<file path="src/hw/rtl/tppz_pkg.sv">
`timescale 1ns / 1ps
// Shared types, constants and table functions for the torus point projector.
// No dependencies; imported by every other file of the block.

package tppz_pkg;

  localparam int DW        = 24;
  localparam int PW        = 2 * DW;
  localparam int DVW       = 19;
  localparam int QUOW      = 16;
  localparam int ZOOM_GAIN = 5500;
  localparam int Z_OFFSET  = 81920;
  localparam int NEAR_Z    = 8192;
  localparam int HALF_ONE  = 8192;
  localparam int RING_TWO  = 32768;
  localparam int FAR_DEPTH = 200;

  localparam logic [4:0] DIV_LAST  = 5'd28;
  localparam logic [3:0] LUM_MAX   = 4'd11;
  localparam logic [3:0] LUM_DIM   = 4'd10;
  localparam logic [6:0] CHAR_SPACE = 7'd32;

  localparam logic [2:0] REG_ANGLE_A  = 3'd0;
  localparam logic [2:0] REG_ANGLE_B  = 3'd1;
  localparam logic [2:0] REG_WIDTH    = 3'd2;
  localparam logic [2:0] REG_HEIGHT   = 3'd3;
  localparam logic [2:0] REG_TITLE    = 3'd4;

  localparam logic CMD_CLEAR  = 1'b0;
  localparam logic CMD_RENDER = 1'b1;

  typedef logic signed [DW-1:0] word_t;

  typedef enum logic [1:0] {
    KIND_NONE  = 2'd0,
    KIND_DRAW  = 2'd1,
    KIND_CLEAR = 2'd2
  } kind_t;

  typedef enum logic [4:0] {
    P_X0, P_Z0, P_T1, P_Y1, P_T3, P_Z1, P_T5, P_X2, P_T7, P_Y2,
    P_U1, P_LA, P_U2, P_LB, P_LC, P_U3, P_U4, P_U5, P_LF,
    P_PXR, P_PYR, P_PX, P_PY, P_MX, P_MY, P_IDX
  } step_t;

  typedef struct packed {
    logic        cmd;
    logic [7:0]  theta;
    logic [7:0]  phi;
    logic [15:0] clear_cell;
  } in_item_t;

  typedef struct packed {
    logic [1:0]  kind;
    logic [15:0] cell_index;
    logic [3:0]  shade_level;
    logic [6:0]  char_code;
  } out_item_t;

  typedef struct packed {
    logic [7:0] angle_a;
    logic [7:0] angle_b;
    logic [8:0] width_cells;
    logic [7:0] height_cells;
    logic       title_row;
  } cfg_t;

  typedef struct packed {
    logic  load;
    logic  step_en;
    step_t step;
    logic  div_start;
    logic  clr;
    logic  mem_rd;
    logic  cmp;
    logic  out_load;
  } ctrl_cmd_t;

  typedef struct packed {
    logic div_done;
  } dp_stat_t;

  localparam logic [14:0] QSINE [65] = '{
    15'd0, 15'd402, 15'd803, 15'd1205, 15'd1605, 15'd2005, 15'd2404, 15'd2801,
    15'd3196, 15'd3589, 15'd3980, 15'd4369, 15'd4755, 15'd5139, 15'd5519,
    15'd5896, 15'd6269, 15'd6639, 15'd7004, 15'd7366, 15'd7723, 15'd8075,
    15'd8423, 15'd8765, 15'd9102, 15'd9434, 15'd9759, 15'd10079, 15'd10393,
    15'd10701, 15'd11002, 15'd11297, 15'd11585, 15'd11866, 15'd12139, 15'd12406,
    15'd12664, 15'd12914, 15'd13156, 15'd13389, 15'd13614, 15'd13830, 15'd14036,
    15'd14234, 15'd14422, 15'd14601, 15'd14770, 15'd14929, 15'd15079, 15'd15219,
    15'd15349, 15'd15469, 15'd15579, 15'd15678, 15'd15767, 15'd15846, 15'd15913,
    15'd15970, 15'd16017, 15'd16053, 15'd16078, 15'd16093, 15'd16097, 15'd16091,
    15'd16384
  };

  localparam logic [6:0] RAMP [12] = '{
    7'd46, 7'd44, 7'd45, 7'd126, 7'd58, 7'd59, 7'd61, 7'd33, 7'd42, 7'd35,
    7'd36, 7'd64
  };

  function automatic word_t sine_of(input logic [7:0] a);
    logic [6:0] k;
    word_t      v;
    word_t      w;
    word_t      r;
    k = {1'b0, a[5:0]};
    v = word_t'(QSINE[k]);
    w = word_t'(QSINE[7'd64 - k]);
    unique case (a[7:6])
      2'd0: r = v;
      2'd1: r = w;
      2'd2: r = -v;
      default: r = -w;
    endcase
    return r;
  endfunction

  function automatic word_t cosine_of(input logic [7:0] a);
    return sine_of(a + 8'd64);
  endfunction

endpackage

</file>
<file path="src/hw/rtl/tppz_ctrl.sv">
`timescale 1ns / 1ps
// Controller: sequences the multiply steps, divider, memory access and result hand-off.
// Depends on tppz_pkg.

module tppz_ctrl (
  input  logic                clk,
  input  logic                rst_n,
  input  logic                in_valid,
  input  logic                in_cmd,
  output logic                in_ready,
  output logic                out_valid,
  input  logic                out_ready,
  input  tppz_pkg::dp_stat_t  stat,
  output tppz_pkg::ctrl_cmd_t cmd
);
  import tppz_pkg::*;

  typedef enum logic [6:0] {
    ST_IDLE  = 7'b0000001,
    ST_CLR   = 7'b0000010,
    ST_RUN   = 7'b0000100,
    ST_DWAIT = 7'b0001000,
    ST_RD    = 7'b0010000,
    ST_CMP   = 7'b0100000,
    ST_OUT   = 7'b1000000
  } state_t;

  state_t state_r, state_nxt;
  step_t  step_r, step_nxt;
  logic   out_valid_r, out_valid_nxt;

  always_comb begin
    state_nxt     = state_r;
    step_nxt      = step_r;
    out_valid_nxt = out_valid_r && !out_ready;
    cmd           = '0;
    cmd.step      = step_r;
    unique case (state_r)
      ST_IDLE: begin
        if (in_valid) begin
          cmd.load  = 1'b1;
          step_nxt  = P_X0;
          state_nxt = (in_cmd == CMD_RENDER) ? ST_RUN : ST_CLR;
        end
      end
      ST_CLR: begin
        cmd.clr   = 1'b1;
        state_nxt = ST_OUT;
      end
      ST_RUN: begin
        cmd.step_en   = 1'b1;
        cmd.div_start = (step_r == P_T5);
        if (step_r == P_LF) begin
          step_nxt  = P_PXR;
          state_nxt = ST_DWAIT;
        end else if (step_r == P_IDX) begin
          state_nxt = ST_RD;
        end else begin
          step_nxt = step_t'(step_r + 5'd1);
        end
      end
      ST_DWAIT: begin
        if (stat.div_done) begin
          state_nxt = ST_RUN;
        end
      end
      ST_RD: begin
        cmd.mem_rd = 1'b1;
        state_nxt  = ST_CMP;
      end
      ST_CMP: begin
        cmd.cmp   = 1'b1;
        state_nxt = ST_OUT;
      end
      ST_OUT: begin
        if (!out_valid_r || out_ready) begin
          cmd.out_load  = 1'b1;
          out_valid_nxt = 1'b1;
          state_nxt     = ST_IDLE;
        end
      end
      default: state_nxt = ST_IDLE;
    endcase
  end

  always_ff @(posedge clk) begin
    if (!rst_n) begin
      state_r     <= ST_IDLE;
      step_r      <= P_X0;
      out_valid_r <= 1'b0;
    end else begin
      state_r     <= state_nxt;
      step_r      <= step_nxt;
      out_valid_r <= out_valid_nxt;
    end
  end

  assign in_ready  = (state_r == ST_IDLE);
  assign out_valid = out_valid_r;

endmodule

</file>
<file path="config.mk">
export PLATFORM = sky130hd
export DESIGN_NAME = tppz_ctrl
export DESIGN_NICKNAME = d
export VERILOG_FILES = /design/src/hw/rtl/tppz_pkg.sv /design/src/hw/rtl/tppz_ctrl.sv
export SDC_FILE = /design/constraint.sdc
export NUM_CORES = 1
export LEC_CHECK = 0
export BUFFER_PORTS_ARGS = -buffer_cell sky130_fd_sc_hd__buf_2
export CAP_MARGIN = 20
export CORE_MARGIN = 4
export CORE_UTILIZATION = 44
export CTS_CLUSTER_SIZE = 8
export DETAILED_ROUTE_END_ITERATION = 8
export HOLD_SLACK_MARGIN = 0.05
export PLACE_DENSITY = 0.75
export SLEW_MARGIN = 20
export SYNTH_ARGS = -nofsm -noshare
export SYNTH_HDL_FRONTEND = slang
export SYNTH_SLANG_ARGS = --single-unit
</file>
<file path="constraint.sdc">
create_clock -name clk -period 5.3 [get_ports clk]
set_input_delay 0.53 -clock clk [delete_from_list [all_inputs] [get_ports clk]]
set_output_delay 0.53 -clock clk [all_outputs]
set_load 0.03 [all_outputs]
</file>
* Yosys cells after proc, flatten, opt, wreduce, memory -nomap -nowiden *
Index checks and enable logic that the tools add are counted.

word-level totals
  flip-flop bits (word level) = 13
  bits of input ports = 6
  output and inout bits = 14
  word-level logic and storage cells = 49

cells by class
  add/sub/neg operators = 1
  eq/ne operators = 15
  muxes and demuxes = 22
  reduce and logical (&&, ||, !) cells = 8

operator list
  cell                                                 count
  case mux 7 bit (6 select lines)                      1
  two-way mux 7 bit                                    5
  two-way mux 5 bit                                    3
  two-way mux 1 bit                                    11
  equality test 5 bit, second input constant           2
  case mux 5 bit (2 select lines)                      1
  equality test 7 x 1 -> 1 bit, second input constant  1
  equality test 7 x 2 -> 1 bit, second input constant  1
  equality test 7 x 3 -> 1 bit, second input constant  1
  equality test 7 x 4 -> 1 bit, second input constant  1
  equality test 7 x 5 -> 1 bit, second input constant  1
  equality test 7 x 6 -> 1 bit, second input constant  1
  equality test 7 bit, second input constant           1
  inequality test 2 bit, second input constant         3
  inequality test 3 bit, second input constant         2
  adder 5 x 1 -> 5 bit, second input constant          1
  equality test 5 x 3 -> 1 bit, second input constant  1
  AND reduction 4 bit                                  1
  two-way mux 3 bit                                    1
  AND reduction 3 bit                                  1
  zero test 1 bit                                      2
  nonzero test 2 bit                                   1
  OR reduction 2 bit                                   1
  logical AND 1 bit                                    1
  logical OR 1 bit                                     1

* Depth between registers and ports, before layout *
Gate-level depths: netlist of run 1.

  word-level depth = 4
  depth in mapped cells = 7
  gate-level depth less buffers = 7

* Least setup slack after synthesis of run 1 *
Ideal clock, no wire load.

  kind = register -> output
  start = register state_r[3]
  end = output cmd[4] (netlist name)
  arrival = 2.366 ns
  data required time = 4.770 ns
  slack = 2.404 ns
  cell stages (with the launch flop) = 6
  path buffers = 2
  cells stage by stage = dfxtp_1 buf_6 or4b_4 or2_0 buf_6 nor4b_1

RTL lines
  element                   RTL line         text
  start: declaration        tppz_ctrl.sv:28  state_t state_r, state_nxt;
  start signal: assignment  tppz_ctrl.sv:92  state_r <= state_nxt;
  end: declaration          tppz_ctrl.sv:14  output tppz_pkg::ctrl_cmd_t cmd

==> results of run 1 <==
-- kinds of logic after synthesis --
logic type               after synthesis
AO/OA/AOI/OAI                         23
multiplexers                           2
adder cells (fa/ha/maj)                3
flip-flops                            13
XOR/XNOR                               1
AND/OR/NAND/NOR                       60
buffers and inverters                 10
-- cell type report --
type	instances	area, um^2
Multi-Input combinational cell	89	576.8
Clock buffer	4	26.28
Fill cell	199	974.7
Sequential cell	13	260.3
Tap cell	27	33.78
Timing Repair Buffer	19	95.09
Inverter	4	15.01
-- power breakdown --
| part | total [mW] | switching [mW] | internal, mW |
|---|---|---|---|
| Clock | 0.0619 | 0.0327 | 0.0293 |
| Sequential | 0.108 | 0.00682 | 0.101 |
| Combinational | 0.0627 | 0.0400 | 0.0226 |
-- registers in the layout, indices dropped and copies added (netlist names) --
name,flops
out_valid,1
state_r,7
step_r,5
-- worst register-to-register path, stage by stage (launching register included) --
cell	delay, ns
dfxtp_1	0.39
or4b_4	0.58
or2_0	0.39
nor2_1	0.21
nand2_1	0.07
a31o_2	0.23
-- through the flow --
stage	area, um^2	setup slack (ns)
floorplan	922.1	2.404
global placement	980.9	2.900
detailed placement	980.9	2.853
CTS	1007	2.532
global route	1007	2.445
finish	1007	2.542
-- worst max-delay path by stage --
stage                       startpoint  endpoint  slack, ns  cells past startpoint
2_1_floorplan  state_r[3]$_SDFFE_PN0P_    cmd[4]       2.40                      5
3_3_place_gp   state_r[3]$_SDFFE_PN0P_    cmd[4]       2.90                      4
3_5_place_dp   state_r[3]$_SDFFE_PN0P_    cmd[4]       2.85                      4
4_1_cts        state_r[3]$_SDFFE_PN0P_    cmd[4]       2.53                      4
5_1_grt        state_r[3]$_SDFFE_PN0P_    cmd[4]       2.44                      4
6_report       state_r[3]$_SDFFE_PN0P_    cmd[4]       2.54                      4
-- layout by cell type, fill, tap and decap left out, drive strengths merged, types with 3 or more instances in the layout --
cell type  Yosys  routed
nor2b          3       3
nand2         12      12
nand3          4       4
buf            5      19
a21boi         3       3
nor2          13      13
inv            4       4
clkbuf         1       4
nor3b          3       3
o21ai          8       8
ha             3       3
dfxtp         13      13
nand4b         4       4
-- routing by layer --
layer,global-route usage,vias up,share of wire
met4,0.07660,0,0.017
met3,0.04155,5,0.065
met2,0.2742,26,0.45
li1,-,440,-
met1,0.1866,405,0.47
met5,0,-,0
==> summary.md, run 1 <==
| Metric | Value |
|---|---|
| Max transition margin | `0.4407` |
| Placed instance count | `approximately 150` |
| Final hold violation count | `0` |
| Cell leakage power | `0.4312 nW` |
| Count of endpoints failing setup in the final report | `0` |
| Worst hold-check path type | `in -> reg` |
| Chip Width | `approximately 54 um` |
| Share of post-route cells with drive strength above 1 | `0.2171` |
| Hold path startpoint | `in_cmd` |
| Routed wire length | `just over 2000 um` |
| CTS resizes | `0` |
| Period utilization | `0.5204` |
| Number of enable-type register cells in the synthesized netlist | `0` |
| Simple-gate portion of the synthesized area | `0.3908` |
| Area share of xor/xnor cells in the synthesized design | `0.009498` |
| Most used standard cells in the synthesized netlist | `dfxtp_1 (13), nor2_1 (13), nand2_1 (12)` |
| Maximum Capacitance Violations | `0` |
| Total setup buffers inserted after CTS | `0` |
| Vias per cell | `5.615` |
| Worst Reg2Reg Path Length in Cells | `5` |
| Routed wirelength normalized by instance count | `around 13 um` |
| Top cells by area in the synthesized netlist | `dfxtp_1 (28%), nor2_1 (5.3%), nand2_1 (4.9%), o21ai_0 (4.3%), ha_1 (4.1%)` |
| Compound-gate portion of the synthesized area | `0.1628` |
| Util after Layout | `0.5082` |
| Starting DRC count in detailed routing | `13` |
| Area added between synthesis and finish | `9.227%` |
| Pin count of the biggest net entering global routing | `13` |
| Total congestion overflow after global routing | `0` |
| Floorplan die area | `approximately 2900 um^2` |
| CP max stage cell | `or4b_4` |
| Detailed placer's ending HPWL | `1534 um` |
| Endpoint with the worst hold slack | `state_r[1]$_SDFFE_PN0P_` |
| Reg-to-Reg End | `state_r[0]$_SDFFE_PN1P_` |
| H-tree depth reported by CTS | `1` |
| Residual DRC count | `0` |
| Path type of the worst setup path | `reg -> out` |
| Chip height | `approximately 54 um` |
| Pre-Repair DR Iteration Count | `4` |
| Synth top area share | `0.2822` |
| Final Total Pwr | `232.7 uW` |
| Adder and majority cell fraction of the synthesized area | `0.04071` |
| Run status | `completed` |
| Number of unique standard cell types used by synthesis | `41` |
| RSZ-0062 raised after global routing | `no` |
| Power per unit of standard cell area | `around 230 nW/um^2` |
| I/O pin total | `20` |
| Routability Congestion | `about 0.85` |
| Number of global-route vias before repair | `around 800` |
| Standard-cell rows | `16` |
| Clock transition at the register clock pins on the worst setup and hold paths after CTS | `approximately 0.080 ns` |
| Synthesized area divided by synthesized cell count | `between 8 and 9 um^2` |
| Largest vdd supply drop | `approximately 0.12 mV` |
| Master cell of the clock root buffer | `clkbuf_4` |
| Synthesis warning total | `0` |
| Worst-path maximum fanout | `9` |
| Final hold slack | `~0.42 ns` |
| Final net count | `between 100 and 150` |
| N_diodes | `0` |
| Latest clock arrival within the worst-skew pair | `roughly 0.28 ns` |
| Initial Util | `0.4653` |
| Critical Path Max Stage Delay | `~0.58 ns` |
| Top achievable clock speed | `roughly 360 MHz` |
| Wire length of the first global-routing pass | `about 3300 um` |
| Final sum of negative setup slack | `0 ns` |
| Clk_skew | `0.002671 ns` |
| CP required | `around 4.8 ns` |
| Finished Layout Cells | `between 150 and 200` |
| Worst Max-Slew Pin Slew | `0.8325 ns` |
| Global routing usage summed across all routing layers | `0.1614` |
| Reg2reg setup slack | `3.33 ns` |
| TritonCTS Buffers | `3` |
| Cell count after synthesis | `about 110` |
| Part of the Yosys area used for sequential elements | `0.2822` |
| Cell area after synthesis | `roughly 920 um^2` |
| Clock Tree Buf Depth | `2` |
| Sum of buffers and inverters on the critical path | `1` |
| Initial antenna violation count | `0` |
| Vias | `around 900` |
| Largest area contributor in the synthesized netlist | `dfxtp_1` |
| Hold-critical path depth | `2` |
| Port Buf Inserts | `19` |
| Kind of start point of the critical path | `flip-flop` |
| Critical Path AT | `about 2.2 ns` |
| Placeable core region | `between 1500 and 2000 um^2` |
| Remaining antenna violation count | `0` |
| Clock Sinks | `13` |
| Top flip-flop cell by instance count after synthesis | `dfxtp_1` |
| Max-slew violation count | `0` |
| Crit path max-delay family | `simple AND/OR/NAND/NOR gates` |
| Beginning of the worst register-to-register path | `state_r[3]$_SDFFE_PN0P_` |
| Number of hold-repair buffers added at the cts stage | `0` |
| Synthesized net count | `approximately 120` |
| Fraction of synthesis flops using an asynchronous set or reset pin | `0` |
| Critical path cell sequence | `or4b_4 -> or2_0 -> nor4b_1 -> buf_2` |
| Shortest period the worst path allows | `approximately 2.8 ns` |
| Sort of element at the end of the critical path | `primary output` |
| Dominant combinational cell family by area after synthesis | `simple AND/OR/NAND/NOR gates` |
| Seq cells post-synth | `13` |
| CTS tree | `done` |
| Share of synthesized area spent on multiplexers | `0.02171` |
(Power assumes the default switching activity.)
==> run 2, diff against run 1 <==
--- a/config.mk
+++ b/config.mk
@@ -12,7 +12,7 @@
 export CTS_CLUSTER_SIZE = 8
 export DETAILED_ROUTE_END_ITERATION = 8
 export HOLD_SLACK_MARGIN = 0.05
-export PLACE_DENSITY = 0.75
+export PLACE_DENSITY = 0.77
 export SLEW_MARGIN = 20
 export SYNTH_ARGS = -nofsm -noshare
 export SYNTH_HDL_FRONTEND = slang
==> constraint.sdc (replaced) <==
create_clock -name clk -period 2.3 [get_ports clk]
set_input_delay 0.23 -clock clk [delete_from_list [all_inputs] [get_ports clk]]
set_output_delay 0.23 -clock clk [all_outputs]
set_load 0.03 [all_outputs]
==> run 2 against run 1 <==
Die area is the same. Combinational power grew 130%. Register-to-register slack got worse by 3.0 ns. Largest power group unchanged.
==> summary.md, run 2 (synthesized netlist as in run 1, its figures left out) <==
| Metric | Value |
|---|---|
| Worst hold-check path type | `in -> reg` |
| Top library cells by usage in the layout, fill and taps aside | `buf_2 (19), nor2_1 (13), dfxtp_1 (13)` |
| Residual DRC count | `0 (unchanged)` |
| Kind of start point of the critical path | `flip-flop` |
| Routability Congestion | `0.8920 (+4.4%)` |
| Worst-path maximum fanout | `8 (-1)` |
| Critical Path AT | `1.97 ns (-0.26 ns)` |
| Most frequent standard cell in the layout excluding fill and tap cells | `buf_2` |
| Routed wirelength normalized by instance count | `13.59 um (+2.7%)` |
| Fill cell total of the finished layout | `206 (+3.5%)` |
| Final hold slack | `0.1297 ns (-0.2921 ns)` |
| H-tree depth reported by CTS | `1 (unchanged)` |
| Initial Util | `0.4653 (unchanged)` |
| Max transition margin | `0.6235 (+0.1828)` |
| Final sum of negative setup slack | `0 ns (unchanged)` |
| TritonCTS Buffers | `3 (unchanged)` |
| N_diodes | `0 (unchanged)` |
| Final net count | `141 (+1.4%)` |
| Cell leakage power | `0.4394 nW (+1.9%)` |
| Starting DRC count in detailed routing | `23 (+10)` |
| Remaining antenna violation count | `0 (unchanged)` |
| Period utilization | `0.9567` |
| Number of global-route vias before repair | `891 (+12%)` |
| Run status | `completed` |
| Max FFs per register | `7 (unchanged)` |
| Final hold violation count | `0 (unchanged)` |
| Chip height | `53.78 um (unchanged)` |
| Finished Layout Cells | `158 (+1.3%)` |
| Path type of the worst setup path | `reg -> out` |
| Port Buf Inserts | `19 (unchanged)` |
| Count of endpoints failing setup in the final report | `0 (unchanged)` |
| Pre-Repair DR Iteration Count | `4 (unchanged)` |
| Detailed placer's ending HPWL | `1687 um (+10%)` |
| Top achievable clock speed | `roughly 450 MHz` |
| Clock Tree Buf Depth | `2 (unchanged)` |
| RSZ-0062 raised after global routing | `no` |
| Multi-input combinational cell area | `583.1 um^2 (+1.1%)` |
| Clock Sinks | `13 (unchanged)` |
| Worst Max-Slew Pin Slew | `0.5636 ns (-0.2690 ns)` |
| CTS resizes | `0 (unchanged)` |
| Placeable core region | `1982 um^2 (unchanged)` |
| Standard cell area after detailed placement | `1002 um^2 (+2.2%)` |
| Pin count of the biggest net entering global routing | `13 (unchanged)` |
| Share of post-route cells with drive strength above 1 | `0.2366 (+0.01959)` |
| Vias | `898 (+2.5%)` |
| I/O pin total | `20 (unchanged)` |
| Max-slew violation count | `0 (unchanged)` |
| Standard-cell rows | `16 (unchanged)` |
| Fin area | `1028 um^2 (+2.1%)` |
| Routed wire length | `2148 um (+4.0%)` |
| Initial antenna violation count | `0 (unchanged)` |
| Vias per cell | `5.684 (+1.2%)` |
| Wire length of the first global-routing pass | `3712 um (+11%)` |
| Chip Width | `53.78 um (unchanged)` |
| Sort of element at the end of the critical path | `primary output` |
| Global routing usage summed across all routing layers | `0.1730 (+0.01161)` |
| Latest clock arrival within the worst-skew pair | `0.27 ns (about the same)` |
| Maximum Capacitance Violations | `0 (unchanged)` |
| Total congestion overflow after global routing | `0 (unchanged)` |
| Power per unit of standard cell area | `522.9 nW/um^2 (+130%)` |
| Total setup buffers inserted after CTS | `0 (unchanged)` |
| Clk_skew | `0.003844 ns (+0.001173 ns)` |
| Register with the most flip-flops | `state_r` |
| Shortest period the worst path allows | `approximately 2.2 ns` |
| Combined flip-flop and latch cell area | `260.3 um^2 (unchanged)` |
| Placed instance count | `154 (+1.3%)` |
| Floorplan die area | `2892 um^2 (unchanged)` |
| CP required | `2.07 ns (-2.70 ns)` |
| Number of hold-repair buffers added at the cts stage | `0 (unchanged)` |
| Clock transition at the register clock pins on the worst setup and hold paths after CTS | `0.08 ns (about the same)` |
| Largest vdd supply drop | `0.2137 mV (+77%)` |
| Master cell of the clock root buffer | `clkbuf_4` |
| Area added between synthesis and finish | `11.53%` |
| CTS tree | `done` |
run 2: cell types whose count changed in the layout (fill, tap and decap cells not counted):
cell and change:
nor4b_2 +1, buf_4 +2, nor4b_1 -1
run 2: area by class of cell:
cell class | count | share of cell area
clock buffers | 4 | 0.02555
inverters | 4 | 0.01460
multi-input cells | 89 | 0.5669
flip-flops and latches | 13 | 0.2530
well taps | 27 | 0.03285
repair buffers | 21 | 0.1071
run 2: per-stage QoR:
step	total power, mW	setup slack, ns	util
finish	0.5378	0.09951	0.5189
global route	0.5701	0.04393	0.5189
CTS	0.5416	0.1013	0.5189
detailed placement	0.3993	0.3724	0.5057
global placement	0.3962	0.4216	0.5057
floorplan	0.3768	0.1200	-
run 2: worst paths after layout:
check                            endpoint  slack [ns]  depth (start not counted)               startpoint
setup reg to reg  state_r[0]$_SDFFE_PN1P_        0.35                          6  state_r[3]$_SDFFE_PN0P_
hold reg to reg      out_valid$_SDFF_PN0_        0.52                          2     out_valid$_SDFF_PN0_
hold / removal    state_r[1]$_SDFFE_PN0P_        0.13                          2                   in_cmd
setup / recovery                  cmd[10]         0.1                          5  state_r[3]$_SDFFE_PN0P_
run 2: critical path, cell delays in order, from the launching register on:
cell	delay, ns
dfxtp_1	0.39
or4b_4	0.58
or2_0	0.25
buf_4	0.18
inv_1	0.09
buf_2	0.20
run 2: routing by layer:
layer,track usage,vias to the layer above,share of wire
li1,-,445,-
met1,0.1983,412,0.42
met2,0.3145,35,0.49
met3,0.03047,6,0.068
met4,0.06383,0,0.018
met5,0,-,0
run 2: power by group:
| group | switching (mW) | total [mW] | internal [mW] |
|---|---|---|---|
| registers | 0.0160 | 0.249 | 0.233 |
| clock network | 0.0764 | 0.144 | 0.0672 |
| logic | 0.0913 | 0.145 | 0.0536 |
==> run 3, diff against run 2 <==
--- a/config.mk
+++ b/config.mk
@@ -5,6 +5,7 @@
 export SDC_FILE = /design/constraint.sdc
 export NUM_CORES = 1
 export LEC_CHECK = 0
+export ABC_AREA = 1
 export BUFFER_PORTS_ARGS = -buffer_cell sky130_fd_sc_hd__buf_2
 export CAP_MARGIN = 20
 export CORE_MARGIN = 4
@@ -12,7 +13,7 @@
 export CTS_CLUSTER_SIZE = 8
 export DETAILED_ROUTE_END_ITERATION = 8
 export HOLD_SLACK_MARGIN = 0.05
-export PLACE_DENSITY = 0.77
+export PLACE_DENSITY = 0.78
 export SLEW_MARGIN = 20
 export SYNTH_ARGS = -nofsm -noshare
 export SYNTH_HDL_FRONTEND = slang
==> run 3 against run 2 <==
Fmax is 29% higher. Clock skew is 0.0015 ns lower. Setup slack better by 0.50 ns. Global-route usage is 1.2 points lower. Sequential cell count stayed put. Register-to-register slack better by 0.40 ns. Sequential share of layout area is 0.30 points lower.
==> summary.md, run 3 <==
| Metric | Value |
|---|---|
| Pre-Repair DR Iteration Count | `4 (unchanged)` |
| Most frequent standard cell in the layout excluding fill and tap cells | `nand2_1` |
| Vias per cell | `4.782 (-16%)` |
| Final net count | `171 (+21%)` |
| Chip Width | `53.16 um (-1.2%)` |
| Final sum of negative setup slack | `0 ns (unchanged)` |
| Crit-path most repeated cell | `nand2_2` |
| Clock Tree Buf Depth | `2 (unchanged)` |
| Cell leakage power | `0.5646 nW (+28%)` |
| Remaining antenna violation count | `0 (unchanged)` |
| Latest clock arrival within the worst-skew pair | `0.28 ns (about the same)` |
| Global routing usage summed across all routing layers | `0.1605 (-0.01247)` |
| TritonCTS Buffers | `3 (unchanged)` |
| Sort of element at the end of the critical path | `primary output` |
| Number of unique standard cell types used by synthesis | `19 (-54%)` |
| Routed wirelength normalized by instance count | `10.31 um (-24%)` |
| Critical path cell sequence | `inv_1 -> nand2_2 -> nor2_4 -> nand2_2 -> nor4_1 -> buf_2` |
| Area share of xor/xnor cells in the synthesized design | `0.02929 (+0.01979)` |
| Starting DRC count in detailed routing | `9 (-61%)` |
| Simple-gate portion of the synthesized area | `0.4603 (+0.06948)` |
| Max FFs per register | `7 (unchanged)` |
| Worst hold-check path type | `in -> reg` |
| CTS tree | `done` |
| M2 GR Usage | `0.2769 (-0.03766)` |
| Adder and majority cell fraction of the synthesized area | `0.04184 (+0.001135)` |
| Run status | `completed` |
| Critical Path AT | `1.47 ns (-0.50 ns)` |
| Placeable core region | `1942 um^2 (-2.0%)` |
| Most repeated cell in the gate-level netlist after synthesis | `nand2_1` |
| Compound-gate portion of the synthesized area | `0.05718 (-0.1056)` |
| Number of enable-type register cells in the synthesized netlist | `0 (unchanged)` |
| Initial Util | `0.4620 (-0.003293)` |
| Routability Congestion | `0.8141 (-8.7%)` |
| Layer carrying the most global-route usage | `met2` |
| Crit. Startpoint | `state_r[4]$_SDFFE_PN0P_` |
| CP max stage cell | `dfxtp_1` |
| Standard-cell rows | `16 (unchanged)` |
| RSZ-0062 raised after global routing | `no` |
| H-tree depth reported by CTS | `1 (unchanged)` |
| Path type of the worst setup path | `reg -> out` |
| Final hold slack | `0.2231 ns (+0.09334 ns)` |
| Maximum Capacitance Violations | `0 (unchanged)` |
| Period utilization | `0.7404 (-0.2164)` |
| N_diodes | `0 (unchanged)` |
| Number of hold-repair buffers added at the cts stage | `0 (unchanged)` |
| Routed wire length | `1939 um (-9.7%)` |
| Worst Max-Slew Pin Slew | `0.2361 ns (-0.3274 ns)` |
| CP required | `2.07 ns (about the same)` |
| Power per unit of standard cell area | `833.9 nW/um^2 (+59%)` |
| Floorplan die area | `2825 um^2 (-2.3%)` |
| Seq cells post-synth | `13 (unchanged)` |
| Worst setup margin | `0.5972 ns (+0.4977 ns)` |
| Kind of start point of the critical path | `flip-flop` |
| Critical Path Max Stage Delay | `0.32 ns (-0.26 ns)` |
| Fraction of synthesis flops using an asynchronous set or reset pin | `0 (unchanged)` |
| Setup Slack @ Placement | `0.7672 ns (+0.3948 ns)` |
| Top achievable clock speed | `587.3 MHz (+29%)` |
| Pin count of the biggest net entering global routing | `10 (-3)` |
| Area added between synthesis and finish | `16.04%` |
| I/O pin total | `20 (unchanged)` |
| Max-slew violation count | `0 (unchanged)` |
| Count of endpoints failing setup in the final report | `0 (unchanged)` |
| Dominant combinational cell family by area after synthesis | `simple AND/OR/NAND/NOR gates` |
| Final hold violation count | `0 (unchanged)` |
| Met1 Resource Use GR | `0.1963 (-0.002056)` |
| Cell count after synthesis | `139 (+24%)` |
| CTS resizes | `0 (unchanged)` |
| Global routing met3 resource utilization | `0.02535 (-0.005119)` |
| Total congestion overflow after global routing | `0 (unchanged)` |
| Synth top area share | `0.2901 (+0.007872)` |
| Clk_skew | `0.002363 ns (-0.001482 ns)` |
| Synthesized area divided by synthesized cell count | `6.454 um^2 (-22%)` |
| Hold path startpoint | `in_cmd` |
| Top cells by area in the synthesized netlist | `dfxtp_1 (29%), nand2_1 (12%), nor2_1 (11%), inv_1 (9.2%), a21oi_1 (5.0%)` |
| Largest vdd supply drop | `0.4671 mV (+120%)` |
| Detailed placer's ending HPWL | `1629 um (-3.4%)` |
| Largest area contributor in the synthesized netlist | `dfxtp_1` |
| Clock transition at the register clock pins on the worst setup and hold paths after CTS | `0.08 ns (about the same)` |
| Reg2reg setup slack | `0.75 ns (+0.40 ns)` |
| Residual DRC count | `0 (unchanged)` |
| Share of post-route cells with drive strength above 1 | `0.2733 (+0.03665)` |
| Cell area after synthesis | `897.1 um^2 (-2.7%)` |
| Clock Sinks | `13 (unchanged)` |
| Synthesized net count | `148 (+22%)` |
| Most used standard cells in the synthesized netlist | `nand2_1 (28), nor2_1 (26), inv_1 (22)` |
| Chip height | `53.16 um (-1.2%)` |
| Part of the Yosys area used for sequential elements | `0.2901 (+0.007872)` |
| Synthesis warning total | `0 (unchanged)` |
| Register with the most flip-flops | `state_r` |
| Wire length of the first global-routing pass | `3367 um (-9.3%)` |
| Top library cells by usage in the layout, fill and taps aside | `nand2_1 (28), nor2_1 (26), inv_1 (22)` |
| Number of global-route vias before repair | `843 (-5.4%)` |
| Fill cell total of the finished layout | `208 (+0.97%)` |
| Shortest period the worst path allows | `1.703 ns (-0.4977 ns)` |
| Total setup buffers inserted after CTS | `0 (unchanged)` |
| Max transition margin | `0.8424 (+0.2189)` |
| Share of synthesized area spent on multiplexers | `0 (-0.02171)` |
| Top flip-flop cell by instance count after synthesis | `dfxtp_1` |
| Worst-path maximum fanout | `6 (-2)` |
| Master cell of the clock root buffer | `clkbuf_4` |
| Vias | `899 (+0.11%)` |
| Beginning of the worst register-to-register path | `step_r[1]$_SDFFE_PN0P_` |
| Initial antenna violation count | `0 (unchanged)` |
| Port Buf Inserts | `19 (unchanged)` |
==> run 3: kinds of logic after synthesis <==
logic type / after synthesis
AND/OR/NAND/NOR: 83
buffers and inverters: 27
flip-flops: 13
AO/OA/AOI/OAI: 10
XOR/XNOR: 3
adder cells (fa/ha/maj): 3
==> run 3: layout make-up <==
cell class                 count  area [um^2]  area share
inverter                      26        97.59     0.09375
timing repair buffer          19        95.09     0.09135
multi-input combinational     99        528.0      0.5072
clock buffer                   4        26.28     0.02524
sequential                    13        260.3      0.2500
tap                           27        33.78     0.03245
==> run 3: final timing paths <==
kind,endpoint,depth (start not counted)
max,cmd[4],6
min,state_r[1]$_SDFFE_PN0P_,4
max reg2reg,state_r[2]$_SDFFE_PN0P_,10
min reg2reg,step_r[1]$_SDFFE_PN0P_,2
==> run 3: routing by layer <==
metal	vias up	wire, um
li1	472	-
met1	398	869
met2	26	932
met3	3	109
met4	0	27
met5	-	0
==> run 3: power breakdown <==
group          total, mW  leakage [nW]  switching (mW)  internal, mW
sequential         0.298         0.106          0.0393         0.259
combinational      0.429         0.444           0.295         0.134
clock              0.141        0.0150          0.0738        0.0673
total              0.868         0.565           0.408         0.460
==> run 3: worst max-delay path, delay by kind of cell, from the launching register on <==
family	cells	cell delay, ns
simple gates	4	0.52
buf+inv	2	0.35
flops	1	0.32
==> run 3: through the flow <==
stage                     utilization  total power [mW]  instance area (um^2)  std cells
after floorplan                     -            0.6379                 897.1        139
after global placement         0.5226            0.7212                  1015        184
after detailed placement       0.5226            0.7347                  1015        184
after CTS                      0.5361            0.8784                  1041        188
after global routing           0.5361            0.9353                  1041        188
final                          0.5361            0.8681                  1041        188
